File: src/rtl/psm_pkg.sv
// Shared types, register codes and constants of the position speed median check.
package psm_pkg;

  localparam int QDEPTH = 4;
  localparam int QAW    = 2;

  localparam logic [15:0] WRAP_TOP = 16'hFFFF;

  localparam logic [2:0] REG_SPEED_GAIN     = 3'd0;
  localparam logic [2:0] REG_WRAP_LIMIT     = 3'd1;
  localparam logic [2:0] REG_WRAP_HIGH_MARK = 3'd2;
  localparam logic [2:0] REG_SPEED_MIN      = 3'd3;
  localparam logic [2:0] REG_SPEED_MAX      = 3'd4;
  localparam logic [2:0] REG_WINDOW_START   = 3'd5;
  localparam logic [2:0] REG_WINDOW_END     = 3'd6;

  localparam logic [15:0] RST_SPEED_GAIN     = 16'd34133;
  localparam logic [18:0] RST_WRAP_LIMIT     = 19'd10000;
  localparam logic [15:0] RST_WRAP_HIGH_MARK = 16'd60000;
  localparam logic [18:0] RST_SPEED_MIN      = 19'd4500;
  localparam logic [18:0] RST_SPEED_MAX      = 19'd5500;
  localparam logic [12:0] RST_WINDOW_START   = 13'd300;
  localparam logic [12:0] RST_WINDOW_END     = 13'd320;

  localparam logic [1:0] ST_OUTSIDE = 2'd0;
  localparam logic [1:0] ST_OK      = 2'd1;
  localparam logic [1:0] ST_HIGH    = 2'd2;
  localparam logic [1:0] ST_LOW     = 2'd3;

  typedef struct packed {
    logic [15:0] speed_gain;
    logic [18:0] wrap_limit;
    logic [15:0] wrap_high_mark;
    logic [18:0] speed_min;
    logic [18:0] speed_max;
    logic [12:0] window_start;
    logic [12:0] window_end;
  } psm_cfg_t;

  // One classified sample as handed from front to back.
  typedef struct packed {
    logic [15:0] d_mag;
    logic        d_neg;
    logic [16:0] w_mag;
    logic        w_neg;
    logic        clear;
    logic        has_speed;
    logic        emit;
  } psm_entry_t;

endpackage

File: src/rtl/psm_chan_if.sv
// Valid/ready channel interfaces for position samples and filtered results.
interface psm_in_if;
  logic        valid;
  logic        ready;
  logic [15:0] position;
  logic        start_of_run;

  modport source (output valid, output position, output start_of_run, input ready);
  modport sink   (input valid, input position, input start_of_run, output ready);
endinterface

interface psm_out_if;
  logic               valid;
  logic               ready;
  logic signed [19:0] filtered_speed;
  logic [12:0]        sample_index;
  logic [1:0]         check_status;
  logic               window_failed;

  modport source (output valid, output filtered_speed, output sample_index,
                  output check_status, output window_failed, input ready);
  modport sink   (input valid, input filtered_speed, input sample_index,
                  input check_status, input window_failed, output ready);
endinterface

File: src/rtl/psm_cfg.sv
// APB-style configuration registers of the position speed median check.
module psm_cfg (
  input  logic              clk,
  input  logic              rst_n,
  input  logic              cfg_psel,
  input  logic              cfg_penable,
  input  logic              cfg_pwrite,
  input  logic [4:0]        cfg_paddr,
  input  logic [31:0]       cfg_pwdata,
  output logic [31:0]       cfg_prdata,
  output logic              cfg_pready,
  output psm_pkg::psm_cfg_t cfg
);

  psm_pkg::psm_cfg_t cfg_r;
  logic [2:0]        reg_idx;
  logic              wr_en;

  assign reg_idx    = cfg_paddr[4:2];
  assign cfg_pready = 1'b1;
  assign wr_en      = cfg_psel & cfg_penable & cfg_pwrite;
  assign cfg        = cfg_r;

  always_ff @(posedge clk) begin
    if (!rst_n) begin
      cfg_r.speed_gain     <= psm_pkg::RST_SPEED_GAIN;
      cfg_r.wrap_limit     <= psm_pkg::RST_WRAP_LIMIT;
      cfg_r.wrap_high_mark <= psm_pkg::RST_WRAP_HIGH_MARK;
      cfg_r.speed_min      <= psm_pkg::RST_SPEED_MIN;
      cfg_r.speed_max      <= psm_pkg::RST_SPEED_MAX;
      cfg_r.window_start   <= psm_pkg::RST_WINDOW_START;
      cfg_r.window_end     <= psm_pkg::RST_WINDOW_END;
    end else if (wr_en) begin
      case (reg_idx)
        psm_pkg::REG_SPEED_GAIN:     cfg_r.speed_gain     <= cfg_pwdata[15:0];
        psm_pkg::REG_WRAP_LIMIT:     cfg_r.wrap_limit     <= cfg_pwdata[18:0];
        psm_pkg::REG_WRAP_HIGH_MARK: cfg_r.wrap_high_mark <= cfg_pwdata[15:0];
        psm_pkg::REG_SPEED_MIN:      cfg_r.speed_min      <= cfg_pwdata[18:0];
        psm_pkg::REG_SPEED_MAX:      cfg_r.speed_max      <= cfg_pwdata[18:0];
        psm_pkg::REG_WINDOW_START:   cfg_r.window_start   <= cfg_pwdata[12:0];
        psm_pkg::REG_WINDOW_END:     cfg_r.window_end     <= cfg_pwdata[12:0];
        default: ;
      endcase
    end
  end

  always_comb begin
    case (reg_idx)
      psm_pkg::REG_SPEED_GAIN:     cfg_prdata = {16'd0, cfg_r.speed_gain};
      psm_pkg::REG_WRAP_LIMIT:     cfg_prdata = {13'd0, cfg_r.wrap_limit};
      psm_pkg::REG_WRAP_HIGH_MARK: cfg_prdata = {16'd0, cfg_r.wrap_high_mark};
      psm_pkg::REG_SPEED_MIN:      cfg_prdata = {13'd0, cfg_r.speed_min};
      psm_pkg::REG_SPEED_MAX:      cfg_prdata = {13'd0, cfg_r.speed_max};
      psm_pkg::REG_WINDOW_START:   cfg_prdata = {19'd0, cfg_r.window_start};
      psm_pkg::REG_WINDOW_END:     cfg_prdata = {19'd0, cfg_r.window_end};
      default:                     cfg_prdata = 32'd0;
    endcase
  end

endmodule

File: src/rtl/psm_front.sv
// Front end: accepts position samples, tracks run fill and forms both speed candidates.
module psm_front (
  input  logic                clk,
  input  logic                rst_n,
  input  psm_pkg::psm_cfg_t   cfg,
  input  logic                in_valid,
  input  logic [15:0]         in_position,
  input  logic                in_start_of_run,
  input  logic                q_full,
  output logic                in_ready,
  output logic                push,
  output psm_pkg::psm_entry_t entry
);

  logic [15:0] last_pos_r;
  logic [1:0]  fill_r;
  logic [1:0]  fill_eff;
  logic [1:0]  fill_nxt;
  logic [16:0] diff;
  logic        upward;

  assign in_ready = ~q_full;
  assign push     = in_valid & ~q_full;
  assign fill_eff = in_start_of_run ? 2'd0 : fill_r;

  always_comb begin
    diff   = {1'b0, in_position} - {1'b0, last_pos_r};
    upward = last_pos_r > cfg.wrap_high_mark;

    entry.d_neg = diff[16];
    entry.d_mag = diff[16] ? 16'(-diff) : diff[15:0];
    // Wrap through the top of the position range, direction set by the older sample.
    entry.w_mag = upward ? ({1'b0, in_position} + {1'b0, psm_pkg::WRAP_TOP - last_pos_r})
                         : ({1'b0, psm_pkg::WRAP_TOP - in_position} + {1'b0, last_pos_r});
    entry.w_neg     = ~upward;
    entry.clear     = in_start_of_run;
    entry.has_speed = fill_eff != 2'd0;
    entry.emit      = fill_eff == 2'd3;

    if (fill_eff == 2'd3) fill_nxt = 2'd3;
    else                  fill_nxt = fill_eff + 2'd1;
  end

  always_ff @(posedge clk) begin
    if (!rst_n) begin
      last_pos_r <= 16'd0;
      fill_r     <= 2'd0;
    end else if (push) begin
      last_pos_r <= in_position;
      fill_r     <= fill_nxt;
    end
  end

endmodule

File: src/rtl/psm_queue.sv
// Short queue of classified samples between the front and back ends.
module psm_queue (
  input  logic                clk,
  input  logic                rst_n,
  input  logic                push,
  input  psm_pkg::psm_entry_t wr_entry,
  input  logic                pop,
  output logic                empty,
  output logic                full,
  output psm_pkg::psm_entry_t rd_entry
);

  psm_pkg::psm_entry_t mem_r [psm_pkg::QDEPTH];
  logic [psm_pkg::QAW-1:0] wr_ptr_r;
  logic [psm_pkg::QAW-1:0] rd_ptr_r;
  logic [psm_pkg::QAW:0]   count_r;

  assign empty    = count_r == '0;
  assign full     = count_r == (psm_pkg::QAW+1)'(psm_pkg::QDEPTH);
  assign rd_entry = mem_r[rd_ptr_r];

  always_ff @(posedge clk) begin
    if (push) mem_r[wr_ptr_r] <= wr_entry;
  end

  always_ff @(posedge clk) begin
    if (!rst_n) begin
      wr_ptr_r <= '0;
      rd_ptr_r <= '0;
      count_r  <= '0;
    end else begin
      if (push) wr_ptr_r <= wr_ptr_r + 1'b1;
      if (pop)  rd_ptr_r <= rd_ptr_r + 1'b1;
      case ({push, pop})
        2'b10:   count_r <= count_r + 1'b1;
        2'b01:   count_r <= count_r - 1'b1;
        default: count_r <= count_r;
      endcase
    end
  end

endmodule

File: src/rtl/psm_back.sv
// Back end: scales speeds, picks wrap handling, median filters and checks the window.
module psm_back #(
  parameter int MAX_SAMPLES = 8192
) (
  input  logic                clk,
  input  logic                rst_n,
  input  psm_pkg::psm_cfg_t   cfg,
  input  logic                q_empty,
  input  psm_pkg::psm_entry_t q_entry,
  output logic                pop,
  input  logic                out_ready,
  output logic                out_valid,
  output logic signed [19:0]  out_filtered_speed,
  output logic [12:0]         out_sample_index,
  output logic [1:0]          out_check_status,
  output logic                out_window_failed
);

  localparam int IdxCap = (MAX_SAMPLES - 1 > 8191) ? 8191 : MAX_SAMPLES - 1;

  logic adv;

  // stage A: products
  logic        a_vld_r;
  logic [31:0] a_p1_r;
  logic [32:0] a_p2_r;
  logic        a_d_neg_r, a_w_neg_r, a_clear_r, a_has_r, a_emit_r;

  // stage B: speed and median
  logic               b_vld_r;
  logic signed [19:0] b_med_r;
  logic               b_clear_r, b_emit_r;
  logic signed [19:0] hist0_r, hist1_r;
  logic [17:0]        m1;
  logic [18:0]        m2;
  logic [18:0]        mag;
  logic               neg;
  logic signed [19:0] speed;
  logic signed [19:0] lo, hi, mid, med;

  // stage C: check and output
  logic        out_vld_r;
  logic [12:0] run_index_r;
  logic        fail_r;
  logic [19:0] fmag;
  logic        in_win;
  logic [1:0]  status;

  assign adv = ~out_vld_r | out_ready;
  assign pop = adv & ~q_empty;

  always_ff @(posedge clk) begin
    if (adv) begin
      a_p1_r    <= 32'(q_entry.d_mag) * 32'(cfg.speed_gain);
      a_p2_r    <= 33'(q_entry.w_mag) * 33'(cfg.speed_gain);
      a_d_neg_r <= q_entry.d_neg;
      a_w_neg_r <= q_entry.w_neg;
      a_clear_r <= q_entry.clear;
      a_has_r   <= q_entry.has_speed;
      a_emit_r  <= q_entry.emit;
    end
  end

  always_comb begin
    m1  = a_p1_r[31:14];
    m2  = a_p2_r[32:14];
    // Recompute as a wrap when the plain speed is out of reach.
    if ({1'b0, m1} > cfg.wrap_limit) begin
      mag = m2;
      neg = a_w_neg_r;
    end else begin
      mag = {1'b0, m1};
      neg = a_d_neg_r;
    end
    // Sign is inverted on the way out.
    speed = neg ? $signed({1'b0, mag}) : -$signed({1'b0, mag});
    lo    = (hist0_r < hist1_r) ? hist0_r : hist1_r;
    hi    = (hist0_r < hist1_r) ? hist1_r : hist0_r;
    mid   = (hi < speed) ? hi : speed;
    med   = (lo > mid) ? lo : mid;
  end

  always_ff @(posedge clk) begin
    if (adv) begin
      b_med_r   <= med;
      b_clear_r <= a_clear_r;
      b_emit_r  <= a_emit_r;
    end
  end

  always_ff @(posedge clk) begin
    if (!rst_n) begin
      hist0_r <= '0;
      hist1_r <= '0;
    end else if (adv && a_vld_r && a_has_r) begin
      hist0_r <= hist1_r;
      hist1_r <= speed;
    end
  end

  always_comb begin
    fmag   = b_med_r[19] ? 20'(-b_med_r) : 20'(b_med_r);
    in_win = (run_index_r >= cfg.window_start) && (run_index_r <= cfg.window_end);
    if (!in_win)                          status = psm_pkg::ST_OUTSIDE;
    else if (fmag > {1'b0, cfg.speed_max}) status = psm_pkg::ST_HIGH;
    else if (fmag < {1'b0, cfg.speed_min}) status = psm_pkg::ST_LOW;
    else                                  status = psm_pkg::ST_OK;
  end

  always_ff @(posedge clk) begin
    if (adv && b_vld_r && b_emit_r) begin
      out_filtered_speed <= b_med_r;
      out_sample_index   <= run_index_r;
      out_check_status   <= status;
      out_window_failed  <= fail_r | (status == psm_pkg::ST_HIGH) |
                            (status == psm_pkg::ST_LOW);
    end
  end

  always_ff @(posedge clk) begin
    if (!rst_n) begin
      a_vld_r     <= 1'b0;
      b_vld_r     <= 1'b0;
      out_vld_r   <= 1'b0;
      run_index_r <= '0;
      fail_r      <= 1'b0;
    end else if (adv) begin
      a_vld_r   <= ~q_empty;
      b_vld_r   <= a_vld_r;
      out_vld_r <= b_vld_r & b_emit_r;
      if (b_vld_r && b_clear_r) begin
        run_index_r <= '0;
        fail_r      <= 1'b0;
      end else if (b_vld_r && b_emit_r) begin
        if (status == psm_pkg::ST_HIGH || status == psm_pkg::ST_LOW) fail_r <= 1'b1;
        if (run_index_r < 13'(IdxCap)) run_index_r <= run_index_r + 13'd1;
      end
    end
  end

  assign out_valid = out_vld_r;

  a_idx_cap: assert property (@(posedge clk) disable iff (!rst_n)
    run_index_r <= 13'(IdxCap))
    else $error("run index beyond cap");

  a_fail_sticky_out: assert property (@(posedge clk) disable iff (!rst_n)
    out_vld_r && (out_check_status == psm_pkg::ST_HIGH ||
                  out_check_status == psm_pkg::ST_LOW) |-> out_window_failed)
    else $error("failed check without failure flag");

  a_checked_in_window: assert property (@(posedge clk) disable iff (!rst_n)
    out_vld_r && out_check_status != psm_pkg::ST_OUTSIDE |->
      out_sample_index >= cfg.window_start && out_sample_index <= cfg.window_end)
    else $error("checked index outside window");

  a_fail_holds: assert property (@(posedge clk) disable iff (!rst_n)
    fail_r && !(b_vld_r && b_clear_r && adv) |=> fail_r)
    else $error("failure flag dropped without start of run");

endmodule

File: src/rtl/position_speed_median_check.sv
// Top level of the position speed median check: encoder speed, median of three, window check.
//
// Usage:
//   in_ch  (sink)   : rotor position samples with a start_of_run flag; a transfer takes
//                     place when valid and ready are high at a rising clock edge.
//   out_ch (source) : filtered speed, its index in the run, check status and the sticky
//                     window failure flag; one result per sample from the fourth of a run.
//   cfg_*           : APB-style register port, registers at byte address 4*i, pready tied
//                     high; write only while no sample is in flight.
// Throughput: one sample per cycle while out_ch is ready.
// Pipeline: a sample passes the queue, the gain multiply stage, the speed select and
//   median stage, then the check and output register.
// The first three samples of a run give no result.
// Reset (rst_n low, synchronous): registers return to defaults, history, index and the
//   failure flag clear, the queue empties.
// When out_ch stalls the whole back end holds; the 4-entry queue keeps taking samples
//   until it is full, then in_ch.ready drops.
module position_speed_median_check #(
  parameter int MAX_SAMPLES = 8192
) (
  input  logic        clk,
  input  logic        rst_n,
  psm_in_if.sink      in_ch,
  psm_out_if.source   out_ch,
  input  logic        cfg_psel,
  input  logic        cfg_penable,
  input  logic        cfg_pwrite,
  input  logic [4:0]  cfg_paddr,
  input  logic [31:0] cfg_pwdata,
  output logic [31:0] cfg_prdata,
  output logic        cfg_pready
);

  psm_pkg::psm_cfg_t   cfg;
  psm_pkg::psm_entry_t wr_entry;
  psm_pkg::psm_entry_t rd_entry;
  logic                push, pop, q_empty, q_full;

  psm_cfg u_cfg (
    .clk         (clk),
    .rst_n       (rst_n),
    .cfg_psel    (cfg_psel),
    .cfg_penable (cfg_penable),
    .cfg_pwrite  (cfg_pwrite),
    .cfg_paddr   (cfg_paddr),
    .cfg_pwdata  (cfg_pwdata),
    .cfg_prdata  (cfg_prdata),
    .cfg_pready  (cfg_pready),
    .cfg         (cfg)
  );

  psm_front u_front (
    .clk             (clk),
    .rst_n           (rst_n),
    .cfg             (cfg),
    .in_valid        (in_ch.valid),
    .in_position     (in_ch.position),
    .in_start_of_run (in_ch.start_of_run),
    .q_full          (q_full),
    .in_ready        (in_ch.ready),
    .push            (push),
    .entry           (wr_entry)
  );

  psm_queue u_queue (
    .clk      (clk),
    .rst_n    (rst_n),
    .push     (push),
    .wr_entry (wr_entry),
    .pop      (pop),
    .empty    (q_empty),
    .full     (q_full),
    .rd_entry (rd_entry)
  );

  psm_back #(
    .MAX_SAMPLES (MAX_SAMPLES)
  ) u_back (
    .clk                (clk),
    .rst_n              (rst_n),
    .cfg                (cfg),
    .q_empty            (q_empty),
    .q_entry            (rd_entry),
    .pop                (pop),
    .out_ready          (out_ch.ready),
    .out_valid          (out_ch.valid),
    .out_filtered_speed (out_ch.filtered_speed),
    .out_sample_index   (out_ch.sample_index),
    .out_check_status   (out_ch.check_status),
    .out_window_failed  (out_ch.window_failed)
  );

endmodule

File: src/flat_wrapper.sv
// flat-port wrapper written by rule: the top's interface ports become plain ports
module position_speed_median_check_flat 
#(
  parameter int MAX_SAMPLES = 8192
)
  (clk, rst_n, cfg_psel, cfg_penable, cfg_pwrite, cfg_paddr, cfg_pwdata, cfg_prdata, cfg_pready, in_ch_valid, in_ch_position, in_ch_start_of_run, in_ch_ready, out_ch_valid, out_ch_filtered_speed, out_ch_sample_index, out_ch_check_status, out_ch_window_failed, out_ch_ready);
  psm_in_if in_ch_i ();
  psm_out_if out_ch_i ();
  input  logic clk;
  input  logic rst_n;
  input  logic cfg_psel;
  input  logic cfg_penable;
  input  logic cfg_pwrite;
  input  logic [4:0] cfg_paddr;
  input  logic [31:0] cfg_pwdata;
  output logic [31:0] cfg_prdata;
  output logic cfg_pready;
  input wire logic [$bits(in_ch_i.valid)-1:0] in_ch_valid;
  input wire logic [$bits(in_ch_i.position)-1:0] in_ch_position;
  input wire logic [$bits(in_ch_i.start_of_run)-1:0] in_ch_start_of_run;
  output wire logic [$bits(in_ch_i.ready)-1:0] in_ch_ready;
  output wire logic [$bits(out_ch_i.valid)-1:0] out_ch_valid;
  output wire logic [$bits(out_ch_i.filtered_speed)-1:0] out_ch_filtered_speed;
  output wire logic [$bits(out_ch_i.sample_index)-1:0] out_ch_sample_index;
  output wire logic [$bits(out_ch_i.check_status)-1:0] out_ch_check_status;
  output wire logic [$bits(out_ch_i.window_failed)-1:0] out_ch_window_failed;
  input wire logic [$bits(out_ch_i.ready)-1:0] out_ch_ready;
  assign in_ch_i.valid = in_ch_valid;
  assign in_ch_i.position = in_ch_position;
  assign in_ch_i.start_of_run = in_ch_start_of_run;
  assign in_ch_ready = in_ch_i.ready;
  assign out_ch_valid = out_ch_i.valid;
  assign out_ch_filtered_speed = out_ch_i.filtered_speed;
  assign out_ch_sample_index = out_ch_i.sample_index;
  assign out_ch_check_status = out_ch_i.check_status;
  assign out_ch_window_failed = out_ch_i.window_failed;
  assign out_ch_i.ready = out_ch_ready;
  position_speed_median_check #(.MAX_SAMPLES(MAX_SAMPLES)) u_core (.clk(clk), .rst_n(rst_n), .in_ch(in_ch_i), .out_ch(out_ch_i), .cfg_psel(cfg_psel), .cfg_penable(cfg_penable), .cfg_pwrite(cfg_pwrite), .cfg_paddr(cfg_paddr), .cfg_pwdata(cfg_pwdata), .cfg_prdata(cfg_prdata), .cfg_pready(cfg_pready));
endmodule
File: config.mk
export PLATFORM = sky130hd
export DESIGN_NAME = position_speed_median_check_flat
export DESIGN_NICKNAME = d
export VERILOG_FILES = /design/src/rtl/psm_pkg.sv /design/src/rtl/psm_chan_if.sv /design/src/rtl/psm_cfg.sv /design/src/rtl/psm_front.sv /design/src/rtl/psm_queue.sv /design/src/rtl/psm_back.sv /design/src/rtl/position_speed_median_check.sv /design/src/flat_wrapper.sv
export SDC_FILE = /design/constraint.sdc
export NUM_CORES = 2
export LEC_CHECK = 0
export BUFFER_PORTS_ARGS = -buffer_cell sky130_fd_sc_hd__buf_2
export CELL_PAD_IN_SITES_DETAIL_PLACEMENT = 1
export CELL_PAD_IN_SITES_GLOBAL_PLACEMENT = 1
export CORE_AREA = 2 2 289 291
export DETAILED_ROUTE_END_ITERATION = 16
export DIE_AREA = 0 0 291 293
export PLACE_DENSITY_LB_ADDON = 0.1
export SETUP_SLACK_MARGIN = 0.02
export SLEW_MARGIN = 25
export SYNTH_ARGS = -nofsm -noshare
export SYNTH_HDL_FRONTEND = slang
export SYNTH_SLANG_ARGS = --single-unit
File: constraint.sdc
create_clock -name clk -period 10.5 [get_ports clk]
set_clock_uncertainty 0.1 [all_clocks]
set_input_delay 2.1 -clock clk [delete_from_list [all_inputs] [get_ports clk]]
set_output_delay 2.1 -clock clk [all_outputs]
set_load 0.005 [all_outputs]
Yosys cells after proc, flatten, opt, wreduce, memory -nomap -nowiden. Memories as Yosys holds them, arrays and structs flattened. A register that Yosys moved wholly into a read port is not among the register bits. Cells that the tools add are included.

Add/sub/neg operators: 14. Multipliers: 2. Order comparisons: 10. Eq/ne operators: 12. Muxes and demuxes: 27. Bitwise operators: 12. Reduce and logical (&&, ||, !) cells: 24.

Operators with widths (number): $pmux 19 s7 (1); $mux 20 (6); $lt 20x20->1 (2); $mux 13 (3); $add 16x16->17 (2); $mul 17x16->33 (1); $mul 16x16->32 (1); $sub 16x16->16 const A (2); $gt 20x19->1 (1); $gt 20x20->1 (1); $lt 20x19->1 (1); $neg 19->20 (1); $neg 20->20 (1); $gt 18x19->1 (1); $mux 19 (1); $mux 17 (1); $sub 16x16->17 (1); $gt 16x16->1 (1); $mux 16 (1); $neg 16->16 (1); $mux 2 (7); $reduce_and 2->1 (7); $add 13x1->13 const B (1); $ge 13x13->1 (1); other kinds (20) (55).

Bits in registers: 325. RAM bits: 152. Bits of input ports: 61. Output and inout bits: 71. Word-level logic and storage cells: 135. Memories kept: 1.

Memory list: u_core.u_queue.mem_r (words 4, bits a word 38, rd ports 1, clocked after Yosys merged registers in 1, wr ports 1, line psm_queue.sv:13) `psm_pkg::psm_entry_t mem_r [psm_pkg::QDEPTH];`.

Depth between registers and ports, before layout.
Word-level depth: 11. Depth in mapped cells: 36. Gate-level depth less buffers: 32.

Hierarchy. Synthesis repeated with hierarchy kept, for this count alone.

Cell total of the unflattened synthesis: 4312. Area total of the unflattened synthesis: 41945.2 um2.

By module, submodules not included: psm_back (instances 1, cells an instance 3023, area each 27237.4 um2, sequential area each 4144.0 um2); psm_queue (instances 1, cells an instance 244, area each 5948.2 um2, sequential area each 4744.6 um2); psm_cfg (instances 1, cells an instance 574, area each 5411.4 um2, sequential area each 2302.2 um2); psm_front (instances 1, cells an instance 471, area each 3348.2 um2, sequential area each 360.3 um2).

Worst setup path before layout. No wires, ideal clock.

Path kind: register -> register. Start: reg with a tool-made name. End: reg u_core.u_back.a_p2_r[32] (data pin). Library setup time: 0.260 ns. Arrival: 7.293 ns. Data required time: 10.140 ns. Setup slack: 2.848 ns. Stages on the path, launching flop included: 28. Path buffers: 3. Clock period less this slack: 7.652 ns. Cell sequence: dfxtp_1 > buf_2 > buf_1 > mux4_2 > clkbuf_1 > nand2_1 > fa_1 > inv_1 > fa_1 > inv_1 > fa_1 > inv_1 > fa_1 > inv_1 > fa_1 > inv_1 > fa_1 > ha_1 > nand2_1 > o211ai_1 > o211ai_1 > a31o_2 > a211oi_1 > nor3_1 > or3b_2 > a21oi_1 > nor2_1 > xnor2_1.

RTL lines: end signal: assignment (line psm_back.sv:55) `a_p2_r <= 33'(q_entry.w_mag) * 33'(cfg.speed_gain);`; end: declaration (line psm_back.sv:26) `logic [32:0] a_p2_r;`.

Worst setup path in the final report.
Start: reg u_core.u_back.a_p1_r[18]. End: reg u_core.u_back.b_med_r[0] (data pin).

Cells in the longest elaborated chain, start to end: 8. Elaborated cells on any way between the ends: 9. Classes of those cells: add/sub: 1; order compare: 3; mux: 5.

RTL lines: start: declaration (line psm_back.sv:25) `logic [31:0] a_p1_r;`; start signal: assignment (line psm_back.sv:54) `a_p1_r <= 32'(q_entry.d_mag) * 32'(cfg.speed_gain);`; $gt 18x19->1 (line psm_back.sv:68) `if ({1'b0, m1} > cfg.wrap_limit) begin`; $mux 19 (line psm_back.sv:68); $neg 19->20 (line psm_back.sv:76) `speed = neg ? $signed({1'b0, mag}) : -$signed({1'b0, mag});`; $mux 20 * (line psm_back.sv:76); $lt 20x20->1 (line psm_back.sv:79) `mid = (hi < speed) ? hi : speed;`; $mux 20 * (line psm_back.sv:79); $gt 20x20->1 (line psm_back.sv:80) `med = (lo > mid) ? lo : mid;`; $mux 20 * (line psm_back.sv:80); net u_core.u_back.med[0] (line psm_back.sv:39) `logic signed [19:0] lo, hi, mid, med;`; end signal: assignment (line psm_back.sv:85) `b_med_r <= med;`; end: declaration (line psm_back.sv:31) `logic signed [19:0] b_med_r;`.

Mark *: on every way through the listed nets, which the timed path passes. The rest lies on a longest branch. A chain may end at the register's enable or synchronous reset.

==> out/summary.md <==
The flow ran to the end, and the final reports show no timing, DRC or antenna violations. The tools report the initial core utilization as 0.5072. For the worst setup path, the data required time is 10.85 ns. Measured in cells, the most critical reg-to-reg path has a length of 33. The run gives 100 as the maximum number of pins on one net before global-route repair.

Among all stages on the critical path, the largest delay is contributed by sky130_fd_sc_hd__xnor2_4. Path type of the worst min-delay path: reg2reg. The synthesized netlist occupies a cell area of 41510 sq um. For this block, wires on met1 add up to 52400 microns.

The Yosys step of the flow raised 0 warnings. The logs give 2 for the maximum level of the CTS H-tree and 81850 sq um for the area of the core region. The global-route wire length before repair came out at 192300 microns. The number of global-route vias before repair is 33706, and the vertical die dimension is 293 microns. Clock-pin slew was measured on the worst setup and hold paths at 0.06 ns.

The fraction of registers with async set/reset was 0. The utilization after layout was 0.5460. Number of instances resized during post-cts repair: 0. The sequential cell area fraction in the yosys report is 0.2783. The tools report the final weighted congestion in routability-driven placement as 0.8642. The tools report the residual overflow from global routing as 0. The tightest hold path in the finished design has a slack of 0.3235 ns.

The arrival time of data at the critical path endpoint is 9.34 ns. The number of placed instances, taps included came out at 5351. Of all cell types, the one taking the most synthesized area is sky130_fd_sc_hd__fa_1. The critical path contains buffers and inverters numbering 4 combined. Adding up every negative setup slack in the final design gives 0 ns. Remaining design rule violation count: 0. By instance count, the cell type seen most on the critical path is sky130_fd_sc_hd__ha_1.

The number of distinct library cell variants in the gate-level netlist after synthesis is 82. The predominant post-synthesis flop cell was sky130_fd_sc_hd__edfxtp_1. The routed layout has 30903 vias.

The worst min-delay path startpoint is u_core.u_back.a_emit_r$_DFFE_PN_. 132 I/O pins were placed. The tools report the maximum clock rate as 111.2 MHz. The largest fanout on the critical path is 45, and the relative slew slack is 0.3313. The tools report the max-capacitance violation count as 0. Gate family responsible for the most delay along the worst path: compound AO/OA/AOI/OAI gates. For the pin with the worst max-slew slack, the measured transition is 1.003 ns.

The nature of the critical path startpoint was a flop. For this block, the routed nets add up to 121700 microns of wire. TritonCTS built the clock tree. The die width is 291 microns. The average instance in the mapped netlist occupies 9.569 sq um. The number of max-slew violations in the final report came out at 0. For this design, the sink count on the clock tree is 451.

The clock tree root driver cell is sky130_fd_sc_hd__clkbuf_16. For this run, the number of standard cells in the final layout without fillers is 5446. The detail route stage leaves a number of antenna-violating nets equal to 0.

Kind of critical path: reg2reg. For the post-synthesis cell count, the log shows 4338. The worst hold path terminates at u_core.u_back.b_emit_r$_DFFE_PN_.

The worst hold path was traced through 0 stages. Clock tree synthesis inserted a total of 52 buffers. The clock tree buffer depth is 3. Wire segments on met3 add up to 6415 microns in the final route. The die covers 85260 sq um. The run gives 0 as the number of hold-repair buffers added at the cts stage. STA classifies the critical path endpoint as a flop. At the later pin of the worst-skew pair, clock insertion delay measures 0.62 ns. The number of enable flip-flop cells after synthesis is 252, and the final critical delay including setup and external delays is 8.994 ns. The tools report the detailed-placement wirelength estimate as 92040 microns. Setup violations remaining at the end of the flow were counted as 0. The worst register-to-register path ends at u_core.u_back.b_med_r[0]$_DFFE_PN_. Number of register bits inferred by synthesis: 451. For this run, the post-layout net count is 5198. The area overhead of the layout relative to synthesis is 7.659%, and the met2 wirelength from detailed routing is 59240 microns. By area the synthesized netlist is led by sky130_fd_sc_hd__fa_1 19%, sky130_fd_sc_hd__edfxtp_1 18%, sky130_fd_sc_hd__ha_1 12%, sky130_fd_sc_hd__dfxtp_1 9.6%, sky130_fd_sc_hd__nand2_1 6.5%. For the global router's overall resource usage, the log shows 0.2918. The proportion of layout cells with a drive suffix above 1 works out to 0.07930. Setup repair after global routing left no endpoint under its margin.

The worst register-to-register path begins at u_core.u_back.a_p1_r[18]$_DFFE_PN_. For this block, the initial DRC count from the detailed router was 1695. The number of antenna diodes in the final layout is 0.

The top routing layer in use was met5. The count of buffers added by post-CTS timing repair for setup was 0. The via-per-instance ratio was 5.674; the number of placement rows was 105. Final period utilization: 0.8566.

The average wire length per cell after detail routing is 22.34 microns, and the delay contributed by the slowest stage of the critical path is 0.56 ns. The count of buffers added on input and output ports is 102. The minimum setup slack among reg-to-reg paths is 1.51 ns, and the count of TritonRoute iterations in the first routing pass is 5. The share of the synthesized area in the top cell type is 0.1943, and the number of hold violations in the final report is 0. The initial antenna violation count came out at 4.
[how the worst max path moves through the flow]
stage / cells after the start / endpoint / slack [ns] / start
after global placement: 33 / u_core.u_back.b_med_r[15]$_DFFE_PN_ / 1.37 / u_core.u_back.a_p1_r[18]$_DFFE_PN_
after floorplan: 27 / u_core.u_back.a_p2_r[32]$_DFFE_PN_ / 2.85 / flop
after CTS: 33 / u_core.u_back.b_med_r[0]$_DFFE_PN_ / 1.22 / u_core.u_back.a_p1_r[18]$_DFFE_PN_
after global routing: 33 / u_core.u_back.b_med_r[0]$_DFFE_PN_ / 0.83 / u_core.u_back.a_p1_r[30]$_DFFE_PN_
after detailed placement: 33 / u_core.u_back.b_med_r[0]$_DFFE_PN_ / 1.32 / u_core.u_back.a_p1_r[18]$_DFFE_PN_
final: 33 / u_core.u_back.b_med_r[0]$_DFFE_PN_ / 1.51 / u_core.u_back.a_p1_r[18]$_DFFE_PN_
[registers in the layout, indices dropped and copies added, names as in the netlist, 3 cells and up, named ones only]
name                              cells
u_core.u_back.a_p1_r                 18
u_core.u_back.a_p2_r                 19
u_core.u_back.b_med_r                20
u_core.u_back.hist0_r                20
u_core.u_back.hist1_r                20
u_core.u_back.out_filtered_speed     20
u_core.u_back.out_sample_index       13
u_core.u_back.run_index_r            13
u_core.u_cfg.cfg                    115
u_core.u_front.last_pos_r            16
u_core.u_queue.count_r                3
u_core.u_queue.mem_r                152
[synthesized netlist by cell type (77+ instances only)]
library cell,number
sky130_fd_sc_hd__mux2i_1,77
sky130_fd_sc_hd__a21boi_0,122
sky130_fd_sc_hd__clkbuf_1,174
sky130_fd_sc_hd__a21oi_1,136
sky130_fd_sc_hd__nand2_1,720
sky130_fd_sc_hd__and2_1,214
sky130_fd_sc_hd__ha_1,399
sky130_fd_sc_hd__inv_1,685
sky130_fd_sc_hd__xnor2_1,81
sky130_fd_sc_hd__edfxtp_1,252
sky130_fd_sc_hd__nor2_1,116
sky130_fd_sc_hd__fa_1,403
sky130_fd_sc_hd__dfxtp_1,199
sky130_fd_sc_hd__o21ai_0,105
[cell type report]
class / instances / area (sq um)
Fill cell: 9281 / 37160
Timing Repair Buffer: 146 / 855.8
Inverter: 685 / 2571
Multi-Input combinational cell: 2999 / 26610
Tap cell: 1070 / 1339
Sequential cell: 451 / 11560
Clock buffer: 64 / 1388
Clock inverter: 31 / 369.1
[logic make-up after synthesis]
family                     Yosys count  share of synthesized area
adders and majority gates          802                     0.3146
other                                2                  0.0001809
buffers and inverters              900                    0.08322
muxes                              173                    0.05953
DFF                                451                     0.2783
xor gates and xnor gates           117                    0.02487
AOI/OAI and AO/OA                  599                    0.09521
and+or+nand+nor                   1294                     0.1441
[layer usage]
layer | global-route usage | vias to the layer above
li1 | - | 14129
met1 | 0.3812 | 15858
met2 | 0.5034 | 723
met3 | 0.04251 | 191
met4 | 0.08758 | 2
met5 | 0 | -
[through the flow]
stage	setup slack [ns]	area [sq um]
2_1_floorplan	2.848	41560
3_3_place_gp	1.371	42880
3_5_place_dp	1.324	42900
4_1_cts	1.222	44660
5_1_grt	0.8269	44690
6_report	1.506	44690
[cells in the final DEF, fill, tap and decap left out, types with 18 or more instances in the layout]
cell type,count
sky130_fd_sc_hd__nand2_1,720
sky130_fd_sc_hd__inv_1,684
sky130_fd_sc_hd__fa_1,403
sky130_fd_sc_hd__ha_1,399
sky130_fd_sc_hd__edfxtp_1,252
sky130_fd_sc_hd__and2_1,214
sky130_fd_sc_hd__dfxtp_1,195
sky130_fd_sc_hd__a21oi_1,136
sky130_fd_sc_hd__a21boi_0,122
sky130_fd_sc_hd__nor2_1,115
sky130_fd_sc_hd__o21ai_0,104
sky130_fd_sc_hd__buf_2,101
sky130_fd_sc_hd__xnor2_1,81
sky130_fd_sc_hd__mux2i_1,77
sky130_fd_sc_hd__a21o_1,61
sky130_fd_sc_hd__clkbuf_16,53
sky130_fd_sc_hd__mux4_2,50
sky130_fd_sc_hd__buf_4,44
sky130_fd_sc_hd__nand3_1,39
sky130_fd_sc_hd__o211ai_1,38
sky130_fd_sc_hd__nor3_1,37
sky130_fd_sc_hd__xor2_1,35
sky130_fd_sc_hd__nand4_1,33
sky130_fd_sc_hd__mux2_2,28
sky130_fd_sc_hd__nand2b_1,26
sky130_fd_sc_hd__o21a_1,26
sky130_fd_sc_hd__nor2b_1,25
sky130_fd_sc_hd__or3_1,18
sky130_fd_sc_hd__o21bai_1,18
Power is left out: the tool's default activity adds up to more than one toggle a clock period on the data nets, which glitch-free logic cannot reach.
